File: config.mk
export PLATFORM = sky130hd
export DESIGN_NAME = memory_self_test_sequencer_flat
export DESIGN_NICKNAME = d
export VERILOG_FILES = /design/src/rtl/msts_pkg.sv /design/src/rtl/msts_if.sv /design/src/rtl/memory_self_test_sequencer.sv /design/src/flat_wrapper.sv
export VERILOG_INCLUDE_DIRS = /design/src /design/src/rtl
export SDC_FILE = /design/constraint.sdc
export NUM_CORES = 1
export LEC_CHECK = 0
export BUFFER_PORTS_ARGS = -buffer_cell sky130_fd_sc_hd__buf_4
export CORE_AREA = 10 10 196 217
export CTS_BUF_LIST = sky130_fd_sc_hd__clkbuf_4
export DETAILED_ROUTE_END_ITERATION = 16
export DIE_AREA = 0 0 206 227
export PLACE_DENSITY = 0.89
export RECOVER_POWER = 50
export SYNTH_ARGS = -nofsm -noshare
export SYNTH_HDL_FRONTEND = slang
export SYNTH_SLANG_ARGS = --single-unit
File: constraint.sdc
create_clock -name clk_i -period 14.31 [get_ports clk_i]
set_clock_uncertainty 0.2 [all_clocks]
set_input_delay 2.1465 -clock clk_i [delete_from_list [all_inputs] [get_ports clk_i]]
set_output_delay 2.1465 -clock clk_i [all_outputs]
set_load 0.02 [all_outputs]
File: src/rtl/memory_self_test_sequencer_defines.svh
// Assertion macros used by the RTL of the memory self-test sequencer.
// They assume a clock named clk_i and an active-low reset named rst_ni.
`ifndef MEMORY_SELF_TEST_SEQUENCER_DEFINES_SVH
`define MEMORY_SELF_TEST_SEQUENCER_DEFINES_SVH

`ifndef SYNTHESIS

// Condition holds at every clock edge outside reset.
`define MSTS_ASSERT_ALWAYS(lbl, cond, msg) \
  lbl: assert property (@(posedge clk_i) disable iff (!rst_ni) (cond)) else $error(msg);

// Antecedent implies consequent in the same cycle.
`define MSTS_ASSERT_IMPL(lbl, ante, cons, msg) \
  lbl: assert property (@(posedge clk_i) disable iff (!rst_ni) (ante) |-> (cons)) \
    else $error(msg);

// Antecedent implies consequent in the following cycle.
`define MSTS_ASSERT_NEXT(lbl, ante, cons, msg) \
  lbl: assert property (@(posedge clk_i) disable iff (!rst_ni) (ante) |=> (cons)) \
    else $error(msg);

`else

`define MSTS_ASSERT_ALWAYS(lbl, cond, msg)
`define MSTS_ASSERT_IMPL(lbl, ante, cons, msg)
`define MSTS_ASSERT_NEXT(lbl, ante, cons, msg)

`endif

`endif

File: src/rtl/msts_pkg.sv
`default_nettype none

package msts_pkg;

  localparam int unsigned DATA_W = 32;
  localparam int unsigned CFG_IDX_W = 2;

  typedef enum logic [1:0] {
    PH_IDLE = 2'd0,
    PH_DATA = 2'd1,
    PH_ADDR = 2'd2,
    PH_CELL = 2'd3
  } phase_e;

  // Memory request codes.
  localparam logic [1:0] REQ_NONE  = 2'd0;
  localparam logic [1:0] REQ_READ  = 2'd1;
  localparam logic [1:0] REQ_WRITE = 2'd2;

  // Test status codes.
  localparam logic [1:0] STAT_PASS = 2'd0;
  localparam logic [1:0] STAT_DATA = 2'd1;
  localparam logic [1:0] STAT_ADDR = 2'd2;
  localparam logic [1:0] STAT_CELL = 2'd3;

  // Configuration register indexes.
  localparam logic [CFG_IDX_W-1:0] CFG_BASE   = 2'd0;
  localparam logic [CFG_IDX_W-1:0] CFG_LENGTH = 2'd1;
  localparam logic [CFG_IDX_W-1:0] CFG_WIDE   = 2'd2;

  // Input item kinds.
  localparam logic KIND_START = 1'b0;
  localparam logic KIND_READ  = 1'b1;

  typedef struct packed {
    logic [1:0]        request;
    logic [DATA_W-1:0] request_address;
    logic [DATA_W-1:0] write_data;
    logic              done_res;
    logic [1:0]        status;
    logic [DATA_W-1:0] error_bits;
    logic [DATA_W-1:0] error_offset;
    logic              last;
  } result_t;

  // Test patterns written to the word at the base address in the data phase and to each word in the cell phase.
  function automatic logic [DATA_W-1:0] test_pattern(input logic [1:0] idx);
    logic [DATA_W-1:0] pat;
    case (idx)
      2'd0:    pat = 32'h0000_0000;
      2'd1:    pat = 32'hFFFF_FFFF;
      2'd2:    pat = 32'h5555_5555;
      2'd3:    pat = 32'hAAAA_AAAA;
      default: pat = 32'h0000_0000;
    endcase
    return pat;
  endfunction

endpackage

`default_nettype wire

File: src/rtl/msts_if.sv
`default_nettype none

// Input channel: start commands and read data returned from memory.
interface msts_in_if;
  logic                          valid;
  logic                          ready;
  logic                          kind;
  logic [msts_pkg::DATA_W-1:0]   read_data;

  modport source (output valid, output kind, output read_data, input ready);
  modport sink   (input valid, input kind, input read_data, output ready);
endinterface

// Result channel: memory requests and the final test report.
interface msts_out_if;
  logic                          valid;
  logic                          ready;
  logic [1:0]                    request;
  logic [msts_pkg::DATA_W-1:0]   request_address;
  logic [msts_pkg::DATA_W-1:0]   write_data;
  logic                          done_res;
  logic [1:0]                    status;
  logic [msts_pkg::DATA_W-1:0]   error_bits;
  logic [msts_pkg::DATA_W-1:0]   error_offset;
  logic                          last;

  modport source (output valid, output request, output request_address, output write_data,
                  output done_res, output status, output error_bits, output error_offset,
                  output last, input ready);
  modport sink   (input valid, input request, input request_address, input write_data,
                  input done_res, input status, input error_bits, input error_offset,
                  input last, output ready);
endinterface

// Configuration write channel.
interface msts_cfg_if;
  logic                             valid;
  logic                             ready;
  logic [msts_pkg::CFG_IDX_W-1:0]   index;
  logic [msts_pkg::DATA_W-1:0]      data;

  modport source (output valid, output index, output data, input ready);
  modport sink   (input valid, input index, input data, output ready);
endinterface

`default_nettype wire

File: src/rtl/memory_self_test_sequencer.sv
// Memory self-test sequencer. The in_i channel takes start commands (kind 0)
// and words read back from the memory under test (kind 1). For each transfer
// the block emits zero, one or two results on out_o: read or write requests
// for the memory, and at the end a result with done_res set that carries the
// status, the mismatching bits or the failing byte offset. The last result of
// an input transfer has last set. cfg_i writes base_address, length_bytes and
// wide_bus; it is always ready and should be used between transfers only.
// Path: an input transfer lands in the input register, is decoded from there and
// is loaded into a two-entry result buffer once the buffer is empty or empties,
// and entry 0 of the buffer drives out_o.
// Throughput: with the sink always ready, one input transfer per cycle for
// items that cause at most one result; after an item that causes two, the next
// waits in the input register while the buffer drains one result per cycle.
// Reset clears the test state (idle), the buffer and the configuration
// registers to their defaults. If the sink stalls, results wait in the buffer
// and the input register fills, after which in_i.ready drops until space frees up.
`default_nettype none
`include "memory_self_test_sequencer_defines.svh"

module memory_self_test_sequencer #(
  parameter int unsigned ADDR_WIDTH = 32
) (
  input  wire               clk_i,
  input  wire               rst_ni,
  msts_in_if.sink           in_i,
  msts_cfg_if.sink          cfg_i,
  msts_out_if.source        out_o
);

  localparam int unsigned DW = msts_pkg::DATA_W;
  // Request addresses wrap at ADDR_WIDTH bits; only the low 32 bits go out.
  localparam logic [DW-1:0] AddrMask =
    (ADDR_WIDTH >= DW) ? {DW{1'b1}} : DW'((64'd1 << ADDR_WIDTH) - 64'd1);

  // Configuration registers.
  logic [DW-1:0] base_q;
  logic [DW-1:0] length_q;
  logic          wide_q;

  // Test state.
  msts_pkg::phase_e phase_q, phase_d;
  logic [1:0]       pat_q, pat_d;
  logic             await_q, await_d;
  logic [DW-1:0]    off_q, off_d;
  logic [DW-1:0]    saved_q, saved_d;
  logic             saved_we;

  // Input register.
  logic          in_vld_q;
  logic          kind_q;
  logic [DW-1:0] rdata_q;

  // Two-entry result buffer; entry 0 drives the output.
  msts_pkg::result_t res_q [2];
  logic [1:0]        cnt_q;
  msts_pkg::result_t res0_d, res1_d;
  logic [1:0]        nres_d;

  logic out_fire;
  logic load_go;

  assign cfg_i.ready = 1'b1;

  assign out_fire  = out_o.valid && out_o.ready;
  // The buffered item moves on when the buffer is empty or empties this cycle.
  assign load_go   = in_vld_q && ((cnt_q == 2'd0) || ((cnt_q == 2'd1) && out_fire));
  assign in_i.ready = !in_vld_q || load_go;

  always_ff @(posedge clk_i or negedge rst_ni) begin
    if (!rst_ni) begin
      base_q   <= '0;
      length_q <= 32'd8388608;
      wide_q   <= 1'b1;
    end else if (cfg_i.valid && cfg_i.ready) begin
      case (cfg_i.index)
        msts_pkg::CFG_BASE:   base_q   <= cfg_i.data;
        msts_pkg::CFG_LENGTH: length_q <= cfg_i.data;
        msts_pkg::CFG_WIDE:   wide_q   <= cfg_i.data[0];
        default: ;
      endcase
    end
  end

  // Decode of one item: all read-data comparisons use the low bus-width bits only.
  logic [DW-1:0] bus_mask;
  logic [2:0]    word_bytes;
  logic [DW-1:0] data_m;
  logic [DW-1:0] eff_off;
  logic [DW-1:0] cur_addr;
  logic [DW-1:0] zero_addr;
  logic [DW:0]   next_off;
  logic [DW-1:0] next_addr;
  logic          next_in_range;
  logic [DW-1:0] exp_cur;
  logic [DW-1:0] exp_first;
  logic [DW-1:0] exp_step;
  logic [1:0]    pat_inc;
  logic [DW-1:0] restore_data;

  always_comb begin
    bus_mask      = wide_q ? 32'hFFFF_FFFF : 32'h0000_FFFF;
    word_bytes    = wide_q ? 3'd4 : 3'd2;
    data_m        = rdata_q & bus_mask;
    eff_off       = (phase_q == msts_pkg::PH_DATA) ? '0 : off_q;
    cur_addr      = (base_q + eff_off) & AddrMask;
    zero_addr     = base_q & AddrMask;
    next_off      = {1'b0, off_q} + {{(DW-2){1'b0}}, word_bytes};
    next_addr     = (base_q + next_off[DW-1:0]) & AddrMask;
    next_in_range = next_off < {1'b0, length_q};
    pat_inc       = pat_q + 2'd1;
    restore_data  = saved_q & bus_mask;
    if (phase_q == msts_pkg::PH_ADDR) begin
      exp_cur   = off_q & bus_mask;
      exp_first = off_q & bus_mask;
      exp_step  = off_q & bus_mask;
    end else begin
      exp_cur   = msts_pkg::test_pattern(pat_q) & bus_mask;
      exp_first = msts_pkg::test_pattern(2'd0) & bus_mask;
      exp_step  = msts_pkg::test_pattern(pat_inc) & bus_mask;
    end
  end

  always_comb begin
    phase_d  = phase_q;
    pat_d    = pat_q;
    await_d  = await_q;
    off_d    = off_q;
    saved_d  = data_m;
    saved_we = 1'b0;
    res0_d   = '0;
    res1_d   = '0;
    nres_d   = 2'd0;

    if (kind_q == msts_pkg::KIND_START) begin
      // A start always restarts from the data phase.
      phase_d                = msts_pkg::PH_DATA;
      pat_d                  = 2'd0;
      await_d                = 1'b0;
      off_d                  = '0;
      res0_d.request         = msts_pkg::REQ_READ;
      res0_d.request_address = zero_addr;
      res0_d.last            = 1'b1;
      nres_d                 = 2'd1;
    end else if (phase_q == msts_pkg::PH_IDLE) begin
      nres_d = 2'd0;
    end else begin
      nres_d                 = 2'd2;
      res0_d.request         = msts_pkg::REQ_WRITE;
      res0_d.request_address = cur_addr;
      res1_d.last            = 1'b1;
      if (phase_q == msts_pkg::PH_DATA) begin
        off_d = '0;
      end
      if (!await_q) begin
        // This is the saved word; write the first expected value and read it back.
        saved_we               = 1'b1;
        await_d                = 1'b1;
        pat_d                  = 2'd0;
        res0_d.write_data      = exp_first;
        res1_d.request         = msts_pkg::REQ_READ;
        res1_d.request_address = cur_addr;
      end else if (data_m != exp_cur) begin
        // Mismatch: restore the word and report.
        res0_d.write_data = restore_data;
        res1_d.done_res   = 1'b1;
        if (phase_q == msts_pkg::PH_ADDR) begin
          res1_d.status       = msts_pkg::STAT_ADDR;
          res1_d.error_offset = off_q;
        end else begin
          res1_d.status     = (phase_q == msts_pkg::PH_DATA) ? msts_pkg::STAT_DATA
                                                             : msts_pkg::STAT_CELL;
          res1_d.error_bits = (data_m ^ exp_cur) & bus_mask;
        end
        phase_d = msts_pkg::PH_IDLE;
        await_d = 1'b0;
      end else if ((phase_q != msts_pkg::PH_ADDR) && (pat_q != 2'd3)) begin
        pat_d                  = pat_inc;
        res0_d.write_data      = exp_step;
        res1_d.request         = msts_pkg::REQ_READ;
        res1_d.request_address = cur_addr;
      end else begin
        // The word passed: restore it and move to the next word or phase.
        res0_d.write_data = restore_data;
        await_d           = 1'b0;
        pat_d             = 2'd0;
        if (phase_q == msts_pkg::PH_DATA) begin
          phase_d                = msts_pkg::PH_ADDR;
          off_d                  = '0;
          res1_d.request         = msts_pkg::REQ_READ;
          res1_d.request_address = zero_addr;
        end else if (next_in_range) begin
          off_d                  = next_off[DW-1:0];
          res1_d.request         = msts_pkg::REQ_READ;
          res1_d.request_address = next_addr;
        end else if (phase_q == msts_pkg::PH_ADDR) begin
          phase_d                = msts_pkg::PH_CELL;
          off_d                  = '0;
          res1_d.request         = msts_pkg::REQ_READ;
          res1_d.request_address = zero_addr;
        end else begin
          phase_d         = msts_pkg::PH_IDLE;
          off_d           = '0;
          res1_d.done_res = 1'b1;
          res1_d.status   = msts_pkg::STAT_PASS;
        end
      end
    end
  end

  // Control state.
  always_ff @(posedge clk_i or negedge rst_ni) begin
    if (!rst_ni) begin
      in_vld_q <= 1'b0;
      cnt_q    <= 2'd0;
      phase_q  <= msts_pkg::PH_IDLE;
      pat_q    <= 2'd0;
      await_q  <= 1'b0;
      off_q    <= '0;
    end else begin
      if (in_i.valid && in_i.ready) begin
        in_vld_q <= 1'b1;
      end else if (load_go) begin
        in_vld_q <= 1'b0;
      end
      if (load_go) begin
        cnt_q   <= nres_d;
        phase_q <= phase_d;
        pat_q   <= pat_d;
        await_q <= await_d;
        off_q   <= off_d;
      end else if (out_fire) begin
        cnt_q <= cnt_q - 2'd1;
      end
    end
  end

  // Payload registers.
  always_ff @(posedge clk_i) begin
    if (in_i.valid && in_i.ready) begin
      kind_q  <= in_i.kind;
      rdata_q <= in_i.read_data;
    end
    if (load_go && saved_we) begin
      saved_q <= saved_d;
    end
    if (load_go) begin
      res_q[0] <= res0_d;
      res_q[1] <= res1_d;
    end else if (out_fire) begin
      res_q[0] <= res_q[1];
    end
  end

  assign out_o.valid           = (cnt_q != 2'd0);
  assign out_o.request         = res_q[0].request;
  assign out_o.request_address = res_q[0].request_address;
  assign out_o.write_data      = res_q[0].write_data;
  assign out_o.done_res        = res_q[0].done_res;
  assign out_o.status          = res_q[0].status;
  assign out_o.error_bits      = res_q[0].error_bits;
  assign out_o.error_offset    = res_q[0].error_offset;
  assign out_o.last            = res_q[0].last;

  // A final report never carries a memory request.
  `MSTS_ASSERT_IMPL(a_done_no_req, out_o.valid && out_o.done_res, out_o.request == msts_pkg::REQ_NONE, "done result carries a request")
  // Producing a final report leaves the sequencer idle.
  `MSTS_ASSERT_NEXT(a_done_idle, load_go && (nres_d == 2'd2) && res1_d.done_res, phase_q == msts_pkg::PH_IDLE, "report issued but test still running")
  // With two results buffered, the one in front is never the last of its item.
  `MSTS_ASSERT_IMPL(a_front_not_last, cnt_q == 2'd2, !res_q[0].last, "first of two buffered results marked last")
  // A pattern step beyond the first only happens while waiting for a readback.
  `MSTS_ASSERT_IMPL(a_pat_await, (pat_q != 2'd0) && (phase_q != msts_pkg::PH_IDLE), await_q, "pattern advanced without pending readback")

endmodule

`default_nettype wire
File: src/flat_wrapper.sv
// flat-port wrapper written by rule: the top's interface ports become plain ports
module memory_self_test_sequencer_flat 
#(
  parameter int unsigned ADDR_WIDTH = 32
)
  (clk_i, rst_ni, in_i_valid, in_i_kind, in_i_read_data, in_i_ready, cfg_i_valid, cfg_i_index, cfg_i_data, cfg_i_ready, out_o_valid, out_o_request, out_o_request_address, out_o_write_data, out_o_done_res, out_o_status, out_o_error_bits, out_o_error_offset, out_o_last, out_o_ready);
  msts_in_if in_i_i ();
  msts_cfg_if cfg_i_i ();
  msts_out_if out_o_i ();
  input  wire clk_i;
  input  wire rst_ni;
  input wire logic [$bits(in_i_i.valid)-1:0] in_i_valid;
  input wire logic [$bits(in_i_i.kind)-1:0] in_i_kind;
  input wire logic [$bits(in_i_i.read_data)-1:0] in_i_read_data;
  output wire logic [$bits(in_i_i.ready)-1:0] in_i_ready;
  input wire logic [$bits(cfg_i_i.valid)-1:0] cfg_i_valid;
  input wire logic [$bits(cfg_i_i.index)-1:0] cfg_i_index;
  input wire logic [$bits(cfg_i_i.data)-1:0] cfg_i_data;
  output wire logic [$bits(cfg_i_i.ready)-1:0] cfg_i_ready;
  output wire logic [$bits(out_o_i.valid)-1:0] out_o_valid;
  output wire logic [$bits(out_o_i.request)-1:0] out_o_request;
  output wire logic [$bits(out_o_i.request_address)-1:0] out_o_request_address;
  output wire logic [$bits(out_o_i.write_data)-1:0] out_o_write_data;
  output wire logic [$bits(out_o_i.done_res)-1:0] out_o_done_res;
  output wire logic [$bits(out_o_i.status)-1:0] out_o_status;
  output wire logic [$bits(out_o_i.error_bits)-1:0] out_o_error_bits;
  output wire logic [$bits(out_o_i.error_offset)-1:0] out_o_error_offset;
  output wire logic [$bits(out_o_i.last)-1:0] out_o_last;
  input wire logic [$bits(out_o_i.ready)-1:0] out_o_ready;
  assign in_i_i.valid = in_i_valid;
  assign in_i_i.kind = in_i_kind;
  assign in_i_i.read_data = in_i_read_data;
  assign in_i_ready = in_i_i.ready;
  assign cfg_i_i.valid = cfg_i_valid;
  assign cfg_i_i.index = cfg_i_index;
  assign cfg_i_i.data = cfg_i_data;
  assign cfg_i_ready = cfg_i_i.ready;
  assign out_o_valid = out_o_i.valid;
  assign out_o_request = out_o_i.request;
  assign out_o_request_address = out_o_i.request_address;
  assign out_o_write_data = out_o_i.write_data;
  assign out_o_done_res = out_o_i.done_res;
  assign out_o_status = out_o_i.status;
  assign out_o_error_bits = out_o_i.error_bits;
  assign out_o_error_offset = out_o_i.error_offset;
  assign out_o_last = out_o_i.last;
  assign out_o_i.ready = out_o_ready;
  memory_self_test_sequencer #(.ADDR_WIDTH(ADDR_WIDTH)) u_core (.clk_i(clk_i), .rst_ni(rst_ni), .in_i(in_i_i), .cfg_i(cfg_i_i), .out_o(out_o_i));
endmodule
# Yosys cells after proc, flatten, opt, wreduce, memory -nomap -nowiden
# Memories as Yosys holds them, arrays and structs flattened.
# Cells that the tools add are included.
[classes] n_mux=78 reduce_logical=23 magnitude_cmp=1 add_sub_neg=5 shift=0 bitwise=8 multipliers=0 div_mod_pow=0 n_eq_ne=19
[op_table] cell="32-bit two-way mux" n=20
[op_table] cell="34-bit two-way mux" n=8
[op_table] cell="32-bit one-hot mux with 4 select lines" n=2
[op_table] cell="32-bit bitwise AND" n=6
[op_table] cell="68-bit two-way mux" n=2
[op_table] cell="134-bit two-way mux" n=1
[op_table] cell="67-bit two-way mux" n=1
[op_table] cell="66-bit two-way mux" n=1
[op_table] cell="32-bit adder" n=2
[op_table] cell="64-bit two-way mux" n=1
[op_table] cell="2-bit two-way mux" n=19
[op_table] cell="32-bit by 3-bit adder with 33-bit output" n=1
[op_table] cell="33-bit by 32-bit < comparator with 1-bit output" n=1
[op_table] cell="33-bit two-way mux" n=1
[op_table] cell="32-bit != test" n=1
[op_table] cell="32-bit XOR" n=1
[op_table] cell="3-bit two-way mux" n=6
[op_table] cell="1-bit two-way mux" n=16
[op_table] cell="2-bit == test (second input constant)" n=6
[op_table] cell="2-bit by 1-bit == test with 1-bit output (second input constant)" n=5
[op_table] cell="2-bit logical NOT" n=5
[op_table] cell="2-bit AND reduction" n=4
[op_table] cell="1-bit logical AND" n=6
[op_table] cell="2-bit != test (second input constant)" n=3
[op_table] cell="other kinds (11)" n=15
[word_totals] mem_bits_rw=268 rom_bits=0 out_inout_bits=137 word_cells=147 in_bits=72 ff_bits=170 latch_bits=0 n_memories=1
[memory_table] name="u_core.res_q" words=2 word_bits=134 read_ports=2 rd_ports_with_merged_regs=0 wr=2 line_no="memory_self_test_sequencer.sv:54" rtl="msts_pkg::result_t res_q [2];"

# Logic depth before layout (Yosys ltp)
[depth] ltp_word=12 mapped_depth=22 depth_no_buf=19

# Worst setup path after synthesis
# OpenSTA, ideal clock, no wires.
[synth_path] path_kind="in2reg" startpoint="input out_o_ready" endpoint="memory u_core.res_q[0][0] in the netlist's numbering, data pin" setup_slack_ns=7.679 path_stages=7 required_time_ns=13.841 t_arrival_ns=6.162 path_buffers=2 setup_ns=0.269 cell_sequence="a21oi_1 -> nand2b_1 -> clkinv_1 -> nor2_1 -> clkbuf_1 -> buf_1 -> o21ai_0"
[synth_rtl] item="from (decl)" line_no="flat_wrapper.sv:29" rtl="input wire logic [$bits(out_o_i.ready)-1:0] out_o_ready;"
[synth_rtl] item="to (decl)" line_no="memory_self_test_sequencer.sv:54"

==> metrics.md <==
| Metric | Value |
|---|---|
| Final GP Congestion | 0.9993 |
| Reg2Reg Depth | 9 |
| Async SR Flop Fraction | 25.93% |
| Outcome | finished with violations |
| DR pass1 iterations | 5 |
| Ys flop type | edfxtp_1 |
| Pwr per Cell Area | between 150 and 200 nW/um2 |
| TNS Setup | 0 ns |
| Final setup fails | 0 |
| Design Area, Final | ~25,000 um2 |
| Yosys top cell by area | edfxtp_1 |
| Layout cell share with drive strength beyond 1 | between 10% and 20% |
| Met1 Track Usage GR | 35.96% |
| Cts bufs inserted | 99 |
| Vias | about 18,000 |
| Max Slew Vio Count | just under 500 |
| Pwr Total | 0.004529 W |
| Slew HR | -167.7% |
| Adder-Cell Fraction of Synth Area | 6.086% |
| Hold/Removal Path Class | register to register |
| Vias per cell | 6.363 |
| Total Routing Usage GR | between 20 and 30% |
| Clock slew seen by the registers of the worst setup and hold paths | 0.07 ns |
| Area fraction in compound gates after synthesis | around 15% |
| Ys Warns | 0 |
| Placed cell area | 24,440 um2 |
| Multi-input combinational cell area | approximately 10,000 um2 |
| Most common cell in the netlist | edfxtp_1 |
| Placeable core region | ~38,000 um2 |
| Post-synth EDFFs | 300 |
| Die W | roughly 210 um |
| Layout Area Growth over Synthesis | 12.53% |
| Hold buffers post-CTS | 0 |
| Drt drc | 0 |
| Tmin final | around 7.6 ns |
| FILL cells | 2,864 |
| Synth Area in Simple Gates | between 10% and 20% |
| Io pins | 209 |
| R2r endpoint | u_core.res_q[0][124]$_DFFE_PP_ |
| CP required | 14.66 ns |
| Dominant cells by area after synthesis | edfxtp_1, dfrtp_1, ha_1, mux2_2, and2_1 |
| Crit start category | primary input |
| RSZ-0062 raised after global routing | no |
| Mapped Area | 22,570 um2 |
| Failing checks | max-capacitance violations, max-slew violations |
| Cell variety after synth | 93 |
| FP Rows | between 70 and 80 |
| Mean Syn Cell Area | 10.87 um2 |
| Top cell type's share of synthesized area | 39.91% |
| Mapped Cells | 2,076 |
| Setup Buffers After CTS | 0 |
| Worst-margin pin slew | 4.015 ns |
| Worst VDD drop | about 110 uV |
| Fmax achieved | 130.9 MHz |
| Vias in the first global route | 17,960 |
| Detail Route Antenna Nets | 0 |
| R2R setup slack | ~7.3 ns |
| CTS root buf | clkbuf_4 |
| Die Area | 46,760 um2 |
| CP startpoint | out_o_ready |
| Detailed Place HPWL | just under 50,000 um |
| Setup crit end kind | register |
| Die Ht | 227 um |
| Synth cell count leaders | edfxtp_1, nor2_1, nand2_1 |
| CP Max Fanout | roughly 110 |
| Global-route wire length before repair | 105,100 um |
| FF+latch count, synth | 405 |
| Synth Area in XOR/XNOR | 4.950% |
| TritonCTS clock tree | yes |
| Final Hold Viols | 0 |
| Worst setup endpoint | u_core.res_q[0][124]$_DFFE_PP_ |
| Worst skew pair latency | 0.91 ns |
| Num Clock Sinks | 405 |
| Main combinational cell family by area after synthesis | simple AND/OR/NAND/NOR gates |
| Max Cap Violations | 10 |
| Met2 Track Usage GR | 49.09% |
| Wire per inst | approximately 24 um |
| Post-Route WL | 70,010 um |
| Final net count | approximately 2,500 |
| Mux share of post-synthesis cell area | 3.991% |
| Met3 Track Usage GR | 6.626% |
| Antenna violations before repair | 1 |
| CTS resizes | 0 |
| I/O Buffers | 207 |
| Global routing's busiest layer | met2 |
| FF/Latch Area | 11,640 um2 |
| Sequential area share after synthesis | between 50% and 60% |
| Maximum root-to-sink buffer count | 3 |
| Initial Utilization | 59.54% |
| Largest net degree at the start of global routing | 109 |
| Htree depth | 3 |
| First DRT Iteration DRCs | 1,993 |
| Critical path class | primary input to register |
| Lkg Pwr | 10.33 nW |
| Total grt overflow | 0 |
| Period utilization | 53.39% |
| Worst EP arrival | ~8.0 ns |
| Worst r2r src | u_core.cnt_q[0]$_DFFE_PN0P_ |
| Post-Syn Nets | approximately 2,300 |
-- layout make-up --
cell class                 instances  share of cell area (%)
inverter                          77                   1.143
clock inverter                    40                  0.8423
sequential                       405                   45.83
timing repair buffer             231                   5.675
antenna                            2                 0.01970
multi-input combinational       1471                   39.89
clock buffer                     140                   4.138
tap                              500                   2.463
-- per-stage QoR --
stage | instances | util (%) | hold slack (ns) | setup slack, ns
finish | 2866 | 67.00 | 0.2844 | 6.670
global route | 2865 | 66.99 | 0.3151 | 6.293
CTS | 2864 | 67.80 | 0.3001 | 8.083
detailed placement | 2684 | 64.46 | 0.2880 | 8.170
global placement | 2684 | 64.46 | 0.2751 | 8.343
floorplan | 2076 | - | 0.2641 | 7.679
-- per-layer routing --
| metal | vias to the layer above | share of wire, % |
|---|---|---|
| met2 | 1074 | 49 |
| met1 | 8832 | 38 |
| met3 | 215 | 9.5 |
| met4 | 0 | 4.0 |
| met5 | - | 0 |
| li1 | 8115 | - |
-- worst max-delay path, stage by stage --
cell and delay (ns):
clkbuf_1 0.10, a21oi_1 0.16, nand2b_1 0.29, clkinvlp_2 1.68, clkbuf_1 1.81, nor2_4 0.47
buf_4 0.83, o21ai_0 0.25
-- report_power, final --
part	internal, W	total [W]	switching (W)
Clock	0.000475	0.000973	0.000497
Sequential	0.00181	0.00199	0.000182
Combinational	0.000462	0.00157	0.00111
Total	0.00274	0.00453	0.00178
-- cells in the final DEF (no fill, tap or decap), types with 72 or more instances in the layout --
cell      count
ha_1        103
nand2_1     150
and2_1      104
clkbuf_1     78
buf_4       121
xnor2_1      72
a21oi_1     130
inv_1        76
o21ai_0      74
edfxtp_1    300
nor2_1      153
dfrtp_1     102
clkbuf_4    172
-- flip-flops by register name, summed over array words and instances, names as in the netlist, 32 cells and up --
signal,cells
u_core.rdata_q,32
u_core.off_q,32
u_core.res_q,235
u_core.length_q,32
u_core.base_q,32
u_core.saved_q,32
-- worst min-delay path by stage --
| stage | depth (start not counted) | startpoint | end | slack [ns] |
|---|---|---|---|---|
| finish | 1 | u_core.res_q[1][9]$_SDFFCE_PP0P_ | u_core.res_q[0][9]$_SDFFCE_PN0P_ | 0.28 |
| global route | 1 | u_core.length_q[20]$_DFFE_PN0P_ | u_core.length_q[20]$_DFFE_PN0P_ | 0.32 |
| CTS | 1 | u_core.res_q[1][9]$_SDFFCE_PP0P_ | u_core.res_q[0][9]$_SDFFCE_PN0P_ | 0.30 |
| detailed placement | 1 | u_core.cnt_q[1]$_DFFE_PN0P_ | u_core.cnt_q[1]$_DFFE_PN0P_ | 0.29 |
| global placement | 1 | u_core.cnt_q[1]$_DFFE_PN0P_ | u_core.cnt_q[1]$_DFFE_PN0P_ | 0.28 |
| floorplan | 1 | u_core.cnt_q[1]$_DFFE_PN0P_ | u_core.cnt_q[1]$_DFFE_PN0P_ | 0.26 |
-- logic make-up (layout without fill, tap and decap cells) --
kind of cell | count (synthesis) | count (layout)
AOI/OAI and AO/OA | 497 | 497
xor gates and xnor gates | 126 | 126
adders and majority gates | 108 | 108
buffers and inverters | 200 | 488
DFF | 405 | 405
muxes | 82 | 82
other | 1 | 3
and+or+nand+nor | 657 | 657
(Power assumes the default switching activity.)
